===== src/hdl/ssed_pkg.sv =====
package ssed_pkg;

    // Field and register widths
    localparam int GREY_W         = 8;
    localparam int BYTE_W         = 8;
    localparam int LINE_WIDTH_W   = 12;
    localparam int THRESH_W       = 13;
    localparam int CFG_DATA_W     = 13;
    localparam int CFG_INDEX_W    = 2;
    localparam int GRAD_MODE_W    = 2;
    localparam int EDGE_W         = 8;

    // Gradient arithmetic: |G| <= 4080 for Scharr, so 13 signed bits hold it
    localparam int GRAD_W         = 13;
    localparam int ABS_W          = GRAD_W - 1;
    localparam int SQ_W           = 2 * ABS_W;
    localparam int THR_SQ_W       = 2 * THRESH_W;

    // Luma weights, 0.2126 / 0.7152 / 0.0722 scaled by 65536
    localparam int WEIGHT_W       = 16;
    localparam int GREY_SUM_W     = WEIGHT_W + BYTE_W;
    localparam logic [WEIGHT_W-1:0] WEIGHT_FIRST  = 16'd13933;
    localparam logic [WEIGHT_W-1:0] WEIGHT_SECOND = 16'd46871;
    localparam logic [WEIGHT_W-1:0] WEIGHT_THIRD  = 16'd4732;

    localparam int KERNEL_SIZE            = 3;
    localparam int MAX_LINE_WIDTH_DEFAULT = 2048;
    localparam int QUEUE_DEPTH            = 4;

    localparam logic [EDGE_W-1:0] EDGE_ON  = 8'd255;
    localparam logic [EDGE_W-1:0] EDGE_OFF = 8'd0;

    // Register reset values
    localparam logic [LINE_WIDTH_W-1:0] LINE_WIDTH_RESET     = 12'd640;
    localparam logic                    KERNEL_KIND_RESET    = 1'b0;
    localparam logic [GRAD_MODE_W-1:0]  GRADIENT_MODE_RESET  = 2'd2;
    localparam logic [THRESH_W-1:0]     EDGE_THRESHOLD_RESET = 13'd60;

    typedef enum logic [CFG_INDEX_W-1:0] {
        CFG_LINE_WIDTH     = 2'd0,
        CFG_KERNEL_KIND    = 2'd1,
        CFG_GRADIENT_MODE  = 2'd2,
        CFG_EDGE_THRESHOLD = 2'd3
    } cfg_index_t;

    localparam logic KERNEL_SOBEL  = 1'b0;
    localparam logic KERNEL_SCHARR = 1'b1;

    localparam logic [GRAD_MODE_W-1:0] GRAD_MODE_X   = 2'd0;
    localparam logic [GRAD_MODE_W-1:0] GRAD_MODE_Y   = 2'd1;
    localparam logic [GRAD_MODE_W-1:0] GRAD_MODE_MAG = 2'd2;

    // Settings the back end needs
    typedef struct packed {
        logic                   kernel_kind;
        logic [GRAD_MODE_W-1:0] gradient_mode;
        logic [THRESH_W-1:0]    edge_threshold;
    } cfg_t;

endpackage


===== src/hdl/ssed_queue.sv =====
module ssed_queue #(
    parameter int DATA_W = 20
) (
    input  logic              clk,
    input  logic              rst_n,
    input  logic              push,
    input  logic [DATA_W-1:0] push_item,
    output logic              full,
    input  logic              pop,
    output logic              head_valid,
    output logic [DATA_W-1:0] head_item
);
    import ssed_pkg::*;

    localparam int DEPTH = QUEUE_DEPTH;
    localparam int PTR_W = (DEPTH > 1) ? $clog2(DEPTH) : 1;
    localparam int CNT_W = $clog2(DEPTH + 1);

    logic [DATA_W-1:0] entry_reg [DEPTH];
    logic [PTR_W-1:0]  wr_ptr_reg, wr_ptr_next;
    logic [PTR_W-1:0]  rd_ptr_reg, rd_ptr_next;
    logic [CNT_W-1:0]  count_reg, count_next;

    function automatic logic [PTR_W-1:0] bump(input logic [PTR_W-1:0] p);
        return (p == PTR_W'(DEPTH - 1)) ? '0 : p + 1'b1;
    endfunction

    always_comb
    begin
        wr_ptr_next = push ? bump(wr_ptr_reg) : wr_ptr_reg;
        rd_ptr_next = pop ? bump(rd_ptr_reg) : rd_ptr_reg;
        count_next  = count_reg;
        if (push && !pop)
        begin
            count_next = count_reg + 1'b1;
        end
        else if (pop && !push)
        begin
            count_next = count_reg - 1'b1;
        end
    end

    always_ff @(posedge clk or negedge rst_n)
    begin
        if (!rst_n)
        begin
            wr_ptr_reg <= '0;
            rd_ptr_reg <= '0;
            count_reg  <= '0;
        end
        else
        begin
            wr_ptr_reg <= wr_ptr_next;
            rd_ptr_reg <= rd_ptr_next;
            count_reg  <= count_next;
        end
    end

    always_ff @(posedge clk)
    begin
        if (push)
        begin
            entry_reg[wr_ptr_reg] <= push_item;
        end
    end

    assign full       = (count_reg == CNT_W'(DEPTH));
    assign head_valid = (count_reg != '0);
    assign head_item  = entry_reg[rd_ptr_reg];

endmodule


===== config.mk =====
export PLATFORM = sky130hd
export DESIGN_NAME = ssed_queue
export DESIGN_NICKNAME = d
export VERILOG_FILES = /design/src/hdl/ssed_pkg.sv /design/src/hdl/ssed_queue.sv
export SDC_FILE = /design/constraint.sdc
export NUM_CORES = 1
export LEC_CHECK = 0
export BUFFER_PORTS_ARGS = -buffer_cell sky130_fd_sc_hd__buf_2
export CAP_MARGIN = 20
export CORE_MARGIN = 2
export CORE_UTILIZATION = 35
export DETAILED_ROUTE_END_ITERATION = 7
export HOLD_SLACK_MARGIN = 0.03
export PLACE_DENSITY = 0.55
export SYNTH_ARGS = -nofsm -noshare
export SYNTH_HDL_FRONTEND = slang
export SYNTH_SLANG_ARGS = --single-unit

===== constraint.sdc =====
create_clock -name clk -period 3.3 [get_ports clk]
set_input_delay 0 -clock clk [delete_from_list [all_inputs] [get_ports clk]]
set_output_delay 0 -clock clk [all_outputs]
set_load 0.03 [all_outputs]

**Word level (Yosys, flattened, before mapping)**

Memories as Yosys holds them, arrays and structs flattened.
Index checks and enable logic that the tools add are counted.

- Register bits after elaboration: 7
- Memory bits (writable): 80
- Input bits: 24
- Output and inout bits: 22
- Word-level logic and storage cells: 23
- Memories kept: 1

- Add/subtract/negate cells: 4
- Equality and inequality tests: 3
- Multiplexer cells: 6
- Reduce and logical (&&, ||, !) cells: 6

Memory list:

| name | depth | width | rd ports | clocked after memory_dff | wr ports | line | RTL |
|---|---|---|---|---|---|---|---|
| entry_reg | 4 | 20 | 1 | 0 | 1 | ssed_queue.sv:19 | `logic [DATA_W-1:0] entry_reg [DEPTH];` |

Operator list:

| operator | count |
|---|---|
| $mux W3 | 2 |
| $add A2 B1 Y2 const B | 2 |
| $eq A2 B2 Y1 const B | 2 |
| $mux W2 | 2 |
| $add A3 B1 Y3 const B | 1 |
| $eq A3 B3 Y1 const B | 1 |
| $reduce_bool A3 Y1 | 1 |
| $sub A3 B1 Y3 const B | 1 |
| $logic_and A1 B1 Y1 | 2 |
| $logic_not A1 Y1 | 2 |
| $mux W1 | 2 |
| $reduce_bool A2 Y1 | 1 |

**Depth between registers and ports, before layout**

- Word-level depth: 4
- Mapped depth: 7

**Worst setup path after synthesis**

Ideal clock, no wire load.

- Kind: register to register
- From: reg wr_ptr_reg[0]
- To: mem entry_reg[2][0] (enable)
- Setup time: 378 ps
- Data arrival time: 1139 ps
- Required time: 2922 ps
- Path slack: 1783 ps
- Cell stages (with the launch flop): 4
- Path buffers: 0
- Clock period less this slack: 1517 ps
- Cells stage by stage: dfrtp_1 > inv_1 > ha_1 > and2_1

RTL lines:

| what | line | RTL |
|---|---|---|
| start, declared | ssed_queue.sv:20 | `logic [PTR_W-1:0] wr_ptr_reg, wr_ptr_next;` |
| start signal, assigned | ssed_queue.sv:53 | `wr_ptr_reg <= wr_ptr_next;` |
| end, declared | ssed_queue.sv:19 |  |

No word-level cell before the write port.

**Worst setup path in the final report**

- From: reg rd_ptr_reg[0]
- To: out head_item[2]

- Word-level cells in the longest chain between the ends: 1

Ends and longest elaborated chain:

| what | line | RTL |
|---|---|---|
| start, declared | ssed_queue.sv:21 | `logic [PTR_W-1:0] rd_ptr_reg, rd_ptr_next;` |
| start signal, assigned | ssed_queue.sv:54 | `rd_ptr_reg <= rd_ptr_next;` |
| $mem_v2 Z4 W20 | - |  |
| end, declared | ssed_queue.sv:11 | `output logic [DATA_W-1:0] head_item` |

Every way passes these cells.

==> qor.yml <==
sta:
  finalWorstSetupSlack_ns: 0.963
  hold_viol: 0
  drv_slew: 0
  setup_viol: 0
  rsz0062_at_grt: "no"
  fmax_mhz: 428
  tns_ns: 0
  fin_crit_sh: 0.708
  finalClockSkew_ns: 0.0113
  worst_pin_slew_ns: 0.823
  slew_headroom: 0.452
  layout_min_cycle_time_ns: 2.34
  holdWs_ns: 0.395
route:
  route.vias.total: 1563
  dr.pass1.iters: 3
  post_drt_via_cell_ratio: 4.61
  route.detailed.drc: 0
  post_drt_wl_per_cell_um: 16.3
  detail-route-antenna-nets: 0
  dr.first_iter.drc_count: 31
  drt-total-wl_mm: 5.53
yosys:
  synth_cell_types: 18
  ys_ff_latch: 87
  synthAdderAreaFrac: 0.0288
  synth-compound-area-share: 0.00303
  ys_seq_area_frac: 0.780
  synth-xor-area-share: 0.00795
  synth_edf_count: 80
  yosysWarnings: 0
  async_flop_share: 0.0805
  syn-num-nets: 172
  synth_flop_cell: "edfxtp_1"
  synth_top_area_cell: "edfxtp_1"
  synth_most_common_cell: "edfxtp_1"
  synth_top_area_share: 0.727
  synth_top_family_by_area: "multiplexers"
  syn_inst: 141
  synthMuxAreaShare: 0.149
  synth-simple-area-share: 0.0174
  ys_top_cells_by_count: "edfxtp_1 (80), mux4_2 (18), dfrtp_1 (7), ha_1 (6)"
  avgSynthCellArea_um2: 23.4
  syn-cell-area_mm2: 0.00331
  synthTopCellsByArea: "edfxtp_1 (73%), mux4_2 (12%), dfrtp_1 (5.3%)"
placed_design:
  gp_congestion: 0.675
  port_buffers: 45
  preCtsSetupSlack_ns: 1.27
  dp_hpwl_mm: 3.47
clocking:
  cts.clk_slew.worst_paths_ns: 0.09
  cts_buffer_depth: 2
  clk_latency_ns: 0.35
  cts_max_level: 3
  cts_tree: "built"
  root_buffer: "clkbuf_8"
  cts.sinks: 87
  cts_resized: 0
  cts-buffers-inserted: 9
global_routing:
  grt_start_max_net_pins: 21
  grt-ovfl-total: 0
  grt_antenna_before_repair: 0
  grt_util_all_layers: 0.115
  grt_pass1_vias: 1616
  grt_pass1_wl_mm: 8.47
cells_and_area:
  drive_above_1_share: 0.386
  fill_cells: 797
  nNetsFinal: 254
  num_antenna_cells: 0
  largest_register_ffs: 80
  area_growth_pct: 25.5
setup_path:
  critical-path-max-stage-delay_ns: 0.89
  cp_slowest_cell: "dfrtp_1"
  arrival_ns: 2.34
  cp.required_ns: 3.30
  end_kind: "primary output"
  path_max_fanout: 15
  critical_path_class: "flop to primary output"
  crit_chain: "buf_4 > mux4_2 > buf_2"
  crit_path_start_kind: "flop"
power_and_ir_drop:
  ir_drop_mv: 0.359
  power.density_mw_per_mm2: 850
  p_total_mw: 3.52
  p_leak_nw: 1.49
floorplanning:
  rows: 35
  die_y_um: 101
  initial_utilization: 0.359
  io_pins: 46
  die_w_um: 101
  core_area_mm2: 0.00920
  die-area_mm2: 0.0102
flow_run:
  max_cap_viol_count: 0
run_status:
  status: "finished, final reports clean"
hold_path:
  min_path_type: "input port to flop"
## repair_timing
| action | CTS | global route |
|---|---|---|
| hold endpoints to repair | 91 | 0 |
| hold buffers | 24 | 0 |
| setup endpoints to repair | 0 | 0 |
| setup buffers | 0 | 0 |
## final cells by class
type                       instances  area (um^2)  area share
clock buffer                       9          124      0.0299
clock inverter                     7          101      0.0244
inverter                           4         15.0     0.00362
multi-input combinational         46          681       0.164
sequential                        87         2580       0.621
tap                              111          139      0.0335
timing repair buffer              75          510       0.123
## placed cells by master (no fill, tap or decap), drive strengths merged
cell type    instances
and2                 4
buf                 51
bufinv               2
clkbuf               9
clkinv               1
clkinvlp             1
dfrtp                7
dlygate4sd3         24
edfxtp              80
fa                   1
ha                   6
inv                  7
mux2                 3
mux4                20
nand2                2
nor2                 3
nor3b                1
o21ai                2
or3                  1
xnor2                1
xor2                 2
## layer usage
metal	up-vias	wire (um)	global-route usage
li1	740	-	-
met3	7	231	0.0414
met1	783	2520	0.140
met2	33	2710	0.194
met4	0	65	0.0343
met5	-	0	0
## kinds of logic after synthesis
logic type	after synthesis
flops	87
mux	23
simple gates	11
buf+inv	8
fa+ha+maj	7
xor+xnor	3
compound gates	2
## per-stage QoR
stage                      util  cells  area (um^2)
after floorplan               -    141         3310
after global placement    0.400    299         3680
after detailed placement  0.400    299         3680
after CTS                 0.451    339         4150
after global routing      0.451    339         4150
final                     0.451    339         4150
## critical path, delay by kind of cell, from the launching register on
| family | cells | cell delay (ns) |
|---|---|---|
| muxes | 1 | 0.54 |
| DFF | 1 | 0.89 |
| buffers and inverters | 2 | 0.56 |
## power breakdown
group | internal [mW] | switching (mW) | leakage, nW
sequential | 1.42 | 0.148 | 0.818
combinational | 0.480 | 0.659 | 0.563
clock | 0.435 | 0.380 | 0.112
## worst paths after layout
check | start | to | slack [ns] | cells past startpoint
setup / recovery | rd_ptr_reg[0]$_DFFE_PN0P_ | head_item[2] | 0.96 | 3
hold / removal | push_item[3] | entry_reg[0][3]$_DFFE_PP_ | 0.39 | 2
setup reg to reg | wr_ptr_reg[0]$_DFFE_PN0P_ | entry_reg[0][15]$_DFFE_PP_ | 1.66 | 4
hold reg to reg | count_reg[2]$_DFFE_PN0P_ | count_reg[2]$_DFFE_PN0P_ | 0.48 | 1
max in group asynchronous | rst_n | count_reg[2]$_DFFE_PN0P_ | 2.42 | 3
min in group asynchronous | rst_n | wr_ptr_reg[0]$_DFFE_PN0P_ | 0.61 | 3
Note: power is estimated with default switching activity, not from simulation.
