$ cat config.mk
export PLATFORM = sky130hd
export DESIGN_NAME = ssed_front
export DESIGN_NICKNAME = d
export VERILOG_FILES = /design/src/hdl/ssed_pkg.sv /design/src/hdl/ssed_front.sv
export SDC_FILE = /design/constraint.sdc
export NUM_CORES = 1
export LEC_CHECK = 0
export BUFFER_PORTS_ARGS = -buffer_cell sky130_fd_sc_hd__buf_2
export CORE_MARGIN = 3
export CORE_UTILIZATION = 35
export CTS_BUF_LIST = sky130_fd_sc_hd__clkbuf_8
export CTS_CLUSTER_DIAMETER = 80
export DETAILED_ROUTE_END_ITERATION = 12
export PLACE_DENSITY = 0.53
export SLEW_MARGIN = 20
export SYNTH_ARGS = -nofsm -noshare
export SYNTH_HDL_FRONTEND = slang
export SYNTH_SLANG_ARGS = --single-unit
$ cat constraint.sdc
create_clock -name clk -period 7.5 [get_ports clk]
set_input_delay 0 -clock clk [delete_from_list [all_inputs] [get_ports clk]]
set_output_delay 0 -clock clk [all_outputs]
set_load 0.01 [all_outputs]
$ cat src/hdl/ssed_pkg.sv
package ssed_pkg;

    // Field and register widths
    localparam int GREY_W         = 8;
    localparam int BYTE_W         = 8;
    localparam int LINE_WIDTH_W   = 12;
    localparam int THRESH_W       = 13;
    localparam int CFG_DATA_W     = 13;
    localparam int CFG_INDEX_W    = 2;
    localparam int GRAD_MODE_W    = 2;
    localparam int EDGE_W         = 8;

    // Gradient arithmetic: |G| <= 4080 for Scharr, so 13 signed bits hold it
    localparam int GRAD_W         = 13;
    localparam int ABS_W          = GRAD_W - 1;
    localparam int SQ_W           = 2 * ABS_W;
    localparam int THR_SQ_W       = 2 * THRESH_W;

    // Luma weights, 0.2126 / 0.7152 / 0.0722 scaled by 65536
    localparam int WEIGHT_W       = 16;
    localparam int GREY_SUM_W     = WEIGHT_W + BYTE_W;
    localparam logic [WEIGHT_W-1:0] WEIGHT_FIRST  = 16'd13933;
    localparam logic [WEIGHT_W-1:0] WEIGHT_SECOND = 16'd46871;
    localparam logic [WEIGHT_W-1:0] WEIGHT_THIRD  = 16'd4732;

    localparam int KERNEL_SIZE            = 3;
    localparam int MAX_LINE_WIDTH_DEFAULT = 2048;
    localparam int QUEUE_DEPTH            = 4;

    localparam logic [EDGE_W-1:0] EDGE_ON  = 8'd255;
    localparam logic [EDGE_W-1:0] EDGE_OFF = 8'd0;

    // Register reset values
    localparam logic [LINE_WIDTH_W-1:0] LINE_WIDTH_RESET     = 12'd640;
    localparam logic                    KERNEL_KIND_RESET    = 1'b0;
    localparam logic [GRAD_MODE_W-1:0]  GRADIENT_MODE_RESET  = 2'd2;
    localparam logic [THRESH_W-1:0]     EDGE_THRESHOLD_RESET = 13'd60;

    typedef enum logic [CFG_INDEX_W-1:0] {
        CFG_LINE_WIDTH     = 2'd0,
        CFG_KERNEL_KIND    = 2'd1,
        CFG_GRADIENT_MODE  = 2'd2,
        CFG_EDGE_THRESHOLD = 2'd3
    } cfg_index_t;

    localparam logic KERNEL_SOBEL  = 1'b0;
    localparam logic KERNEL_SCHARR = 1'b1;

    localparam logic [GRAD_MODE_W-1:0] GRAD_MODE_X   = 2'd0;
    localparam logic [GRAD_MODE_W-1:0] GRAD_MODE_Y   = 2'd1;
    localparam logic [GRAD_MODE_W-1:0] GRAD_MODE_MAG = 2'd2;

    // Settings the back end needs
    typedef struct packed {
        logic                   kernel_kind;
        logic [GRAD_MODE_W-1:0] gradient_mode;
        logic [THRESH_W-1:0]    edge_threshold;
    } cfg_t;

endpackage

$ cat src/hdl/ssed_front.sv
module ssed_front #(
    parameter int MAX_LINE_WIDTH = ssed_pkg::MAX_LINE_WIDTH_DEFAULT,
    localparam int CW     = $clog2(MAX_LINE_WIDTH),
    localparam int ITEM_W = 1 + ssed_pkg::GREY_W + CW
) (
    input  logic                              clk,
    input  logic                              rst_n,
    input  logic                              in_valid,
    output logic                              in_stall,
    input  logic [ssed_pkg::BYTE_W-1:0]       first_byte,
    input  logic [ssed_pkg::BYTE_W-1:0]       second_byte,
    input  logic [ssed_pkg::BYTE_W-1:0]       third_byte,
    input  logic                              frame_start,
    input  logic [ssed_pkg::LINE_WIDTH_W-1:0] line_width,
    input  logic                              q_full,
    output logic                              q_push,
    output logic [ITEM_W-1:0]                 q_item
);
    import ssed_pkg::*;

    localparam int CMP_W = ((CW + 1) > LINE_WIDTH_W) ? (CW + 1) : LINE_WIDTH_W;

    logic [CW-1:0]         col_reg, col_next, col_cur;
    logic [1:0]            row_reg, row_next, row_cur;
    logic [CMP_W-1:0]      width_eff, col_inc;
    logic [GREY_SUM_W-1:0] grey_sum;
    logic                  win_valid;
    logic                  accept;

    assign accept   = in_valid && !q_full;
    assign in_stall = q_full;
    assign q_push   = accept;

    // Clamp the line width between the kernel size and what the line stores hold
    always_comb
    begin
        if (CMP_W'(line_width) < CMP_W'(KERNEL_SIZE))
        begin
            width_eff = CMP_W'(KERNEL_SIZE);
        end
        else if (CMP_W'(line_width) > CMP_W'(MAX_LINE_WIDTH))
        begin
            width_eff = CMP_W'(MAX_LINE_WIDTH);
        end
        else
        begin
            width_eff = CMP_W'(line_width);
        end
    end

    always_comb
    begin
        col_cur   = frame_start ? '0 : col_reg;
        row_cur   = frame_start ? '0 : row_reg;
        win_valid = (row_cur >= 2'(KERNEL_SIZE - 1))
                 && (CMP_W'(col_cur) >= CMP_W'(KERNEL_SIZE - 1));
        col_inc   = CMP_W'(col_cur) + 1'b1;
        row_next  = row_cur;
        if (col_inc >= width_eff)
        begin
            col_next = '0;
            if (row_cur < 2'(KERNEL_SIZE - 1))
            begin
                row_next = row_cur + 1'b1;
            end
        end
        else
        begin
            col_next = col_inc[CW-1:0];
        end
    end

    always_comb
    begin
        grey_sum = GREY_SUM_W'(WEIGHT_FIRST * GREY_SUM_W'(first_byte))
                 + GREY_SUM_W'(WEIGHT_SECOND * GREY_SUM_W'(second_byte))
                 + GREY_SUM_W'(WEIGHT_THIRD * GREY_SUM_W'(third_byte));
    end

    assign q_item = {win_valid, grey_sum[GREY_SUM_W-1 -: GREY_W], col_cur};

    always_ff @(posedge clk or negedge rst_n)
    begin
        if (!rst_n)
        begin
            col_reg <= '0;
            row_reg <= '0;
        end
        else if (accept)
        begin
            col_reg <= col_next;
            row_reg <= row_next;
        end
    end

endmodule

## Word-level counts from Yosys, hierarchy flattened

Index checks and enable logic that the tools add are counted.

| storage, ports and cells | value |
|---|---|
| flip-flop bits (word level) | 13 |
| output and inout bits | 22 |
| logic and storage cells | 25 |
| input bits | 41 |

| cells by class | value |
|---|---|
| order comparisons | 6 |
| reductions and logical operators | 3 |
| multiplexer cells | 7 |
| $add $sub $neg | 4 |
| $mul | 3 |

Operators by type and width:

| cell | count |
|---|---|
| adder 22 x 24 -> 24 bit | 1 |
| adder 24 x 21 -> 24 bit | 1 |
| multiplier 16 x 8 -> 24 bit, first input constant | 1 |
| 2-to-1 mux 12 bit | 2 |
| multiplier 14 x 8 -> 22 bit, first input constant | 1 |
| 2-to-1 mux 11 bit | 2 |
| multiplier 11 x 8 -> 19 bit, first input constant | 1 |
| adder 11 x 1 -> 12 bit, second input constant | 1 |
| greater-or-equal comparator 12 bit | 1 |
| > comparator 12 bit, second input constant | 1 |
| < comparator 12 x 2 -> 1 bit, second input constant | 1 |
| greater-or-equal comparator 11 x 2 -> 1 bit, second input constant | 1 |
| 2-to-1 mux 2 bit | 3 |
| adder 2 x 1 -> 2 bit, second input constant | 1 |
| greater-or-equal comparator 2 bit, second input constant | 1 |
| logical AND 1 bit | 2 |
| < comparator 2 bit, second input constant | 1 |
| logical NOT 1 bit | 1 |

## Depth between registers and ports, before layout

Gate-level depths: netlist of run 1.

| depth | value |
|---|---|
| depth after elaboration | 5 |
| depth in mapped cells | 28 |
| mapped depth without buffers | 28 |

## Least setup slack after synthesis of run 1

Ideal clock, no wire load.

| timing | value |
|---|---|
| path type | input-to-output |
| start point | input port third_byte[5] (netlist name) |
| end point | output port q_item[17] |
| required time | 7.500 ns |
| arrival time | 6.596 ns |
| buffers on the path | 0 |
| setup slack | 0.904 ns |
| stages on the path | 26 |
| path through | inv_1 -> fa_1 -> inv_1 -> fa_1 -> fa_1 -> fa_1 -> ha_1 -> nand2_1 -> o21ai_1 -> nand2_1 -> a221oi_2 -> nor2_1 -> xnor2_1 -> ha_1 -> fa_1 -> inv_1 -> fa_1 -> fa_1 -> inv_1 -> ha_1 -> o21ai_0 -> nor3_1 -> nand3_1 -> and4b_1 -> o21bai_1 -> xor2_1 |

| between the ends | value |
|---|---|
| longest elaborated chain between the ends | 2 |

Ends and longest elaborated chain:

| what | line | RTL |
|---|---|---|
| start: declaration | ssed_front.sv:12 | `input logic [ssed_pkg::BYTE_W-1:0] third_byte,` |
| multiplier 11 x 8 -> 19 bit | ssed_front.sv:77 | `+ GREY_SUM_W'(WEIGHT_THIRD * GREY_SUM_W'(third_byte));` |
| adder 24 x 21 -> 24 bit | ssed_front.sv:77 |  |
| end: declaration | ssed_front.sv:17 | `output logic [ITEM_W-1:0] q_item` |

Every way passes these cells.

## Final worst setup path of run 1

Same ends and word-level chain as after synthesis.

==> impl_summary.md, run 1 <==
Placement
Input and output buffers added on the ports amount to 62. The routability congestion estimate from global placement is 0.8768. The HPWL reported at the end of detailed placement is 15.57 mm. The cell total after placement is 1132.

Worst setup path
The most frequent cell on the critical path is fa_1. The reg-to-reg critical path endpoint is col_reg[4]. For the worst setup path, the data arrival time is 7.08 ns.

The largest fanout on the critical path is 5. STA classifies the critical path endpoint as an output port. The critical path start-end classification is primary input to output port.

The endpoint required time on the critical path is 7.50 ns. The kind of start point of the critical path is a primary input. The worst reg-to-reg path cell count is 14. The maximum cell stage delay along the critical path is 0.63 ns. The beginning of the worst register-to-register path is col_reg[1]. The largest individual stage delay along the critical path comes from the cell fa_2. The setup check on the worst reg-to-reg path leaves a slack of 3.78 ns.

Clocking
CTS built an H-tree with a depth of 1. After clock tree synthesis, the clock-pin slew on the worst setup and hold paths is 0.06 ns. The CTS buffer count is 3. The clock passes through at most 2 buffers. The CTS root buffer is clkbuf_8.

For this design, the sink count on the clock tree is 13. The CTS tree is built. The later pin in the worst-skew pair is clocked with a latency of 0.24 ns.

Job
The tool flagged a number of max-cap violations equal to 0.

STA
The maximum operating frequency is 141.3 MHz. The total count of max-transition violations in the final report is 0. Of the available clock period, the critical path in the final layout requires 94.34%. The worst hold slack is 0.1877 ns. The relative max-transition margin is 28.25%. The number of hold violations in the final report is 0. At the pin with the least slew margin, the transition time is 1.072 ns. Between clock sinks in the finished design, the worst skew comes to 0.003181 ns. The total of endpoints with negative setup slack in the final report is 0.

After layout, the minimum clock period comes to 7.075 ns.

Route
The total iterations of the first detailed-routing run is 5. The wire length per cell is 14.69 um. For this block, the initial DRC count from the detailed router was 134.

Once detail routing completed, the nets flagged for antenna violations numbered 0. For this run, design rule violations remaining after detail routing come to 0. The total number of vias is 5316.

The routed wire length is 16.74 mm. The via count normalized by instance count is 4.663.

GRT
The number of antenna violations at the first check in global routing is 0. The wire length of the first global-routing pass is 28.92 mm. The via count of the first global-routing pass is 5719.

Summed over all layers, the global routing overflow is 0. Entering global routing, the biggest net connects 22 pins. In the global route stage, overall resource usage came out at 15.02%.

Finish
The area growth from synthesis to layout is 10.07%. The final net count is 1204. The count of placed standard cells in the final layout, fillers left out is 1140.

The number of antenna diodes is 0. The filler cell count is 2124. The share of post-route cells with drive strength above 1 is 10.57%. The share of the core filled with cells is 40.00%. The register with the most flip-flops in the layout has 11 of them.

Yosys
A synthesized cell averages 9.317 um2. The cell taking the most area after synthesis is fa_1. The post-synthesis cell count is 807.

The synthesis warning total is 0. The synthesized design contains 0 enable-type register cells. The cell area that synthesis handed to floorplanning was 7518 um2. When the netlist entered floorplanning its net count stood at 1140.

The area fraction of the dominant cell type after synthesis is 36.48%. Sequential elements use 4.327% of the synthesized area. The register bit count reported by yosys is 13. The most used flip-flop cell after synthesis is dfrtp_1. The cell with the most instances after synthesis is inv_1.

The number of distinct library cells after synthesis is 51. The post-synthesis async set-or-reset flop share is 100.0%. In the synthesized netlist, the cells that appear most often are inv_1, ha_1, fa_1. Ranked by total cell area, the synthesized netlist is headed by fa_1, ha_1, inv_1.

Floorplanning
After floorplanning, the core was sized to cover 20690 um2. The die is 152.6 um tall. For this configuration, the core starts out at a cell density of 36.34%.

The die covers 23280 um2. The floorplan row count is 52. The horizontal die dimension is 152.6 um. The top-level I/O count is 63.

Min path
The worst min-delay path category is primary input to async pin.

Outcome
The flow ran to the end, and the final reports show no timing, DRC or antenna violations.
-- metal layers --
metal  vias to the layer above  GRT usage (%)  wire length (um)
li1                       2669              -                 -
met1                      2549          20.54              7609
met2                        86          26.41              8323
met3                        12          1.505               514
met4                         0          2.249               295
met5                         -              0                 0
-- what timing repair did --
item | in CTS | in global routing
gates resized for setup | 0 | 13
hold buffers | 1 | 0
endpoints found under the setup margin | 0 | 7
endpoints found under the hold margin | 13 | 0
buffers inserted | 0 | 3
-- worst max-delay path, delay by kind of cell --
family | cells | cell delay [ns]
compound gates | 6 | 1.14
xor+xnor | 2 | 0.22
fa+ha+maj | 10 | 4.52
buf+inv | 7 | 0.69
simple gates | 4 | 0.53
-- final cells by class --
class                   count  area, um2  area share (%)
repair buffers             66      342.8           4.143
well taps                 270      337.8           4.082
clock buffers               3      41.29          0.4989
inverters                 236      885.9           10.70
clock inverters             1      3.754         0.04536
multi-input cells         551       6339           76.60
flip-flops and latches     13      325.3           3.931
-- cell families (layout without fill, tap and decap cells) --
logic type	Yosys count	in the layout	synth area share, %
compound gates	92	92	8.404
xor+xnor	30	30	3.495
fa+ha+maj	292	292	62.27
buf+inv	243	306	12.25
flops	13	13	4.327
simple gates	137	137	9.253
-- layout by cell type, fill, tap and decap left out, drive strengths merged, types with 8 or more instances in the layout --
cell type / n
xnor2: 15
ha: 155
buf: 65
nor3: 8
a211oi: 8
dfrtp: 13
inv: 237
o31ai: 8
a21oi: 20
and3: 8
nor2: 21
nand3: 13
xor2: 15
o21ai: 25
nand2: 45
nor2b: 10
fa: 137
-- stage by stage --
| step | setup TNS [ns] | cell area, um2 | setup WS, ns |
|---|---|---|---|
| 2_1_floorplan | 0 | 7518 | 0.9037 |
| 3_3_place_gp | 0 | 8132 | 0.3238 |
| 3_5_place_dp | 0 | 8132 | 0.1924 |
| 4_1_cts | 0 | 8187 | 0.1681 |
| 5_1_grt | -0.01175 | 8275 | -0.01175 |
| 6_report | 0 | 8275 | 0.4246 |
-- how the worst max path moves through the flow --
| stage | from | to | slack (ns) | cells after the start |
|---|---|---|---|---|
| after floorplan | third_byte[5] | q_item[17] | 0.90 | 26 |
| after global placement | third_byte[5] | q_item[17] | 0.32 | 28 |
| after detailed placement | third_byte[5] | q_item[17] | 0.19 | 28 |
| after CTS | third_byte[5] | q_item[17] | 0.17 | 28 |
| after global routing | third_byte[5] | q_item[15] | -0.01 | 29 |
| final | third_byte[5] | q_item[17] | 0.42 | 29 |
Power of run 1 is not shown: default switching activity piles up to over one toggle a cycle in this logic, so the estimate is an artifact.
==> run 2: changes to the inputs <==
clock period = 9.2 ns   (was 7.5 ns; I/O delays follow)
==> run 2 against run 1 <==
Net effect: final cell count down 0.26%; worst hold slack better by 0.0015 ns; sequential cell count unchanged; worst setup slack better by 1.6 ns; wire length down 0.81%; via count down 0.30%; first-iteration DRC count down 9.7%.
==> impl_summary.md, run 2 (synthesized netlist as in run 1, its figures left out) <==
STA
Setup repair after global routing left no endpoint under its margin. The relative max-transition margin is 32.58% (+4.3 points). The final critical-path required period is 7.202 ns. The number of hold violations in the final report is 0 (unchanged). The worst-margin pin slew was 1.008 ns (-0.06470 ns). The maximum operating frequency is 138.8 MHz. The total negative slack was 0 ns (unchanged). The worst-case clock skew is 0.003424 ns (+0.0002426 ns). The total count of max-transition violations in the final report is 0 (unchanged). The total of endpoints with negative setup slack in the final report is 0 (unchanged).

The final worst-path cycle share is 78.29%.

Route
The routed wire length is 16.61 mm (-0.81%). The initial detailed-routing violation count was 121 (-9.7%). The routed length on met2 is 8.343 mm (+0.24%). The detailed-route wire length on metal 1 is 7.502 mm (-1.4%).

The total number of vias is 5300 (-0.30%). The via count normalized by instance count is 4.661 (about the same). The routed length on met3 was 545 um (+6.0%). The total iterations of the first detailed-routing run came to 4 (-1). The count of nets left with antenna violations after detail routing came to 0 (unchanged). The wire length per cell was 14.61 um (-0.54%). The highest layer touched by signal routing is met4. The residual DRC count is 0 (unchanged).

Floorplanning
The horizontal die dimension is 152.6 um (unchanged). The initial core utilization is 36.34% (unchanged). The floorplan row count is 52 (unchanged).

The placeable core area is 20690 um2 (unchanged). The chip height is 152.6 um (unchanged). The total die area was 23280 um2 (unchanged). The top-level I/O count was 63 (unchanged).

Finish
The number of flip-flops in the largest register is 11 (unchanged). Leaving out fill and tap cells, the most frequent cell in the layout is inv_1. The share of post-route cells with drive strength above 1 came to 8.997% (-1.6 points). Leaving out fill and tap cells, the most frequent cells in the layout are inv_1, ha_1, fa_1. The number of antenna diodes was 0 (unchanged). The final net count came to 1201 (-0.25%).

The area growth from synthesis to layout is 8.887%.

Worst setup path
STA classifies the critical path endpoint as an output port. Among the stages of the critical path, the cell type that occurs most often is fa_1. The arrival time at the worst endpoint is 7.20 ns (+0.12 ns). The largest fanout on the critical path came to 5 (unchanged). The critical path start-end classification is primary input to output port. The maximum cell stage delay along the critical path is 0.63 ns (about the same). The endpoint required time on the critical path came to 9.20 ns (+1.70 ns). The slowest stage of the critical path is the fa_1 cell. The kind of start point of the critical path is a primary input.

Placement
The HPWL reported at the end of detailed placement is 15.61 mm (+0.29%). The number of I/O port buffers is 62 (unchanged). The routability congestion estimate from global placement is 0.8304 (-5.3%).

GRT
The total congestion overflow is 0 (unchanged). The largest net degree at the start of global routing is 22 (unchanged). The global routing usage summed across all routing layers is 14.97% (-0.045 points). The wire length of the first global-routing pass came to 28.77 mm (-0.50%). The number of antenna violations at the first check in global routing is 0 (unchanged).

The via count of the first global-routing pass is 5726 (+0.12%).

Clocking
The maximum clock path buffer count is 2 (unchanged). The total clock sinks is 13 (unchanged). TritonCTS built the clock tree. The CTS buffer count is 3 (unchanged). The clock input transition at the sequential cells of the worst setup and hold paths came to 0.05 ns (about the same). The clock insertion delay at the later pin of the skew report was 0.24 ns (about the same). The CTS root buffer is clkbuf_8. The deepest level of the CTS H-tree came to 1 (unchanged). The post-CTS repair timing setup buffer count was 0 (unchanged).

Outcome
The flow ran to the end, and the final reports show no timing, DRC or antenna violations.

Min path
The worst min-delay path category is primary input to async pin.

Job
The reported max-cap violation count is 0 (unchanged).
run 2: cell count changes in the layout (fill, tap and decap cells not counted), moves of 2 or more:
cell,change
a21oi_2,-2
o21ai_2,-2
a21oi_1,+2
buf_4,-3
run 2: repair_timing:
action / 4_1_cts / 5_1_grt
hold buffers: 1 / 0
hold endpoints to repair: 13 / 0
resized for setup: 0 / 0
run 2: path summary, 6_finish.rpt:
kind,start,end,slack (ns),cells after the start
worst max-delay path,third_byte[5],q_item[17],2.00,28
worst min-delay path,rst_n,col_reg[4],0.19,2
worst max register to register,col_reg[1],row_reg[1],5.56,14
worst min register to register,col_reg[8],col_reg[8],0.50,2
max in group asynchronous,rst_n,col_reg[9],8.77,2
min in group clk,q_full,in_stall,0.20,2
run 2: critical path, delay by kind of cell:
kind	cells	cell delay (ns)
xor gates and xnor gates	2	0.29
adders and majority gates	10	4.62
AOI/OAI and AO/OA	4	0.77
and+or+nand+nor	6	0.98
buffers and inverters	6	0.53
run 2: final cells by class:
type,count,area (um2)
multi-input cells,551,6272
clock buffers,3,41.29
repair buffers,63,320.3
clock inverters,1,3.754
flip-flops and latches,13,325.3
inverters,236,885.9
fillers,2109,12500
well taps,270,337.8
run 2: per-layer routing:
layer | vias to the layer above | GRT usage [%]
li1 | 2663 | -
met1 | 2562 | 20.67
met2 | 67 | 26.32
met3 | 8 | 1.477
met4 | 0 | 1.824
met5 | - | 0
run 2: metrics by stage:
step                      hold WS, ns  std cells  setup slack (ns)  area (um2)  util, %
after floorplan               -0.2956        807             2.604        7518        -
final                          0.1892       1137             1.998        8187    39.57
after CTS                      0.1867       1137             1.908        8187    39.57
after global routing           0.2123       1137             1.411        8187    39.57
after detailed placement     -0.08634       1132             1.924        8132    39.30
after global placement       -0.08721       1132             2.028        8132    39.30
Power of run 2 is left out for the same reason.
==> run 3: changes to the inputs <==
PLACE_DENSITY = 0.55   (was 0.53)
clock period = 6.5 ns   (was 9.2 ns; I/O delays follow)
==> run 3 against run 2 <==
Net effect: the flow now finishes with violations (setup timing); cell area rose by 12%; final cell count rose by 6.0%; die area did not move; clock skew fell by 0.0025 ns; utilization rose by 4.7 points; via count rose by 6.1%.
==> impl_summary.md, run 3 (synthesized netlist as in run 1, its figures left out) <==
Outcome
The run finished, with violations left. The checks that failed: setup timing.

Placement
The HPWL reported at the end of detailed placement was 15.63 mm (+0.12%). The routability congestion estimate from global placement came to 0.8827 (+6.3%). The number of I/O port buffers is 62 (unchanged).

Finish
The filler cell count is 2037 (-3.4%). The area growth from synthesis to layout is 21.90%. The number of antenna diodes was 0 (unchanged). The share of post-route cells with drive strength above 1 is 22.67% (+14 points). Leaving out fill and tap cells, the most frequent cell in the layout is inv_1. The number of flip-flops in the largest register came to 11 (unchanged).

The final net count is 1269 (+5.7%). The share of the core filled with cells is 44.30% (+4.7 points). Leaving out fill and tap cells, the most frequent cells in the layout are inv_1, ha_1, fa_1.

Worst setup path
The library cell contributing the largest single delay on the critical path is fa_1. The maximum cell stage delay along the critical path is 0.56 ns (-0.07 ns). The endpoint required time on the critical path was 6.50 ns (-2.70 ns). The kind of cell adding the most delay to the critical path is adder cells. The arrival time at the worst endpoint was 6.62 ns (-0.58 ns). The buffers plus inverters on the worst setup path is 10 (+4). The worst setup path is launched from a primary input. The largest fanout on the critical path is 3 (-2).

Among the stages of the critical path, the cell type that occurs most often is fa_1. The worst setup path is captured at an output port. By startpoint and endpoint, the worst setup path is classified as primary input to output port.

Clocking
The CTS tree is built. The deepest level of the CTS H-tree is 1 (unchanged). The CTS buffer count is 3 (unchanged). The clock input transition at the sequential cells of the worst setup and hold paths is 0.06 ns (about the same). The tree is rooted in a clkbuf_8.

The total clock sinks came to 13 (unchanged). The maximum clock path buffer count is 2 (unchanged). The clock insertion delay at the later pin of the skew report is 0.24 ns (about the same).

Route
The routed wire length is 17.30 mm (+4.2%). The via count normalized by instance count is 4.667 (+0.13%). The initial detailed-routing violation count is 189 (+56%). The count of nets left with antenna violations after detail routing is 0 (unchanged). The total number of vias is 5624 (+6.1%). The total iterations of the first detailed-routing run is 4 (unchanged).

The residual DRC count is 0 (unchanged). The wire length per cell came to 14.36 um (-1.7%).

STA
Timing would allow up to 151.1 MHz. The final worst-path cycle share is 101.8%. After layout, the minimum clock period comes to 6.618 ns. The post-route worst setup slack is -0.1183 ns (-2.116 ns). The total of endpoints with negative setup slack in the final report is 7 (+7). The worst-margin pin slew is 0.9383 ns (-0.06924 ns).

The worst-case clock skew is 0.0009355 ns (-0.002488 ns). Setup repair after global routing could not meet its margin everywhere. The total count of max-transition violations in the final report came to 0 (unchanged).

The relative max-transition margin is 37.22% (+4.6 points). The number of hold violations in the final report is 0 (unchanged).

Floorplanning
The top-level I/O count is 63 (unchanged). The initial core utilization is 36.34% (unchanged). The floorplan row count is 52 (unchanged).

The chip height is 152.6 um (unchanged). The horizontal die dimension is 152.6 um (unchanged). The placeable core area is 20690 um2 (unchanged). The total die area is 23280 um2 (unchanged).

GRT
The total congestion overflow is 0 (unchanged). The wire length of the first global-routing pass is 29.83 mm (+3.7%). The number of antenna violations at the first check in global routing is 0 (unchanged). The global routing usage summed across all routing layers is 15.39% (+0.42 points). The largest net degree at the start of global routing came to 22 (unchanged). The via count of the first global-routing pass is 6012 (+5.0%).

Min path
In this run the worst hold path is classified as primary input to async pin.

Job
The reported max-cap violation count is 0 (unchanged).
## run 3: cell type report
cell class / instances / area [um2] / share of cell area (%)
inverter: 236 / 890.9 / 9.720
tap: 270 / 337.8 / 3.686
multi-input combinational: 551 / 6684 / 72.93
clock inverter: 1 / 3.754 / 0.04096
timing repair buffer: 131 / 882.1 / 9.625
clock buffer: 3 / 41.29 / 0.4505
sequential: 13 / 325.3 / 3.549
## run 3: stage by stage
stage	setup TNS (ns)	instances	worst slack, ns	hold slack (ns)	instance area (um2)
4_1_cts	-0.5886	1202	-0.1412	0.1819	9004
6_report	-0.3946	1205	-0.1183	0.1701	9165
3_5_place_dp	-3.694	1189	-0.5400	-0.09081	8584
3_3_place_gp	-2.809	1189	-0.4210	-0.08450	8584
5_1_grt	-2.911	1205	-0.4347	0.2031	9165
2_1_floorplan	0	807	0.02656	-0.2956	7543
## run 3: repair_timing
action                                  CTS  global route
buffers inserted                          8             3
gates resized for setup                  61            35
hold endpoints to repair                 13             0
endpoints found under the setup margin    8             8
pin swaps                                61            42
hold buffers                              1             0
## run 3: routing by layer
metal  up-vias  share of wire [%]  track usage, %
met5         -                  0               0
li1       2797                  -               -
met2        75                 49           26.91
met3        14                3.2           1.931
met1      2738                 46           21.04
met4         0                1.5           2.036
## run 3: worst reg2reg max path: stages, from the launching register on
cell and delay (ns):
dfrtp_1 0.40, nor2b_1 0.29, ha_1 0.27, nand4_1 0.12, nor3b_2 0.25, and3_1 0.22, and3_1 0.18, xnor2_1 0.16
inv_1 0.07, ha_1 0.31, a211oi_1 0.29, o211ai_1 0.14, a21oi_1 0.27, nor2_1 0.28, o41ai_1 0.29
## run 3: worst paths after layout
path                          startpoint         end  slack (ns)  cells past startpoint
min reg2reg                   col_reg[8]  col_reg[8]        0.48                      2
max reg2reg                   col_reg[1]  col_reg[3]        2.85                     14
max in group asynchronous          rst_n  row_reg[0]        6.10                      2
min in group clk                  q_full    in_stall        0.20                      2
min                                rst_n  col_reg[0]        0.17                      2
max                        third_byte[3]  q_item[13]       -0.12                     32
Power of run 3 is left out for the same reason.
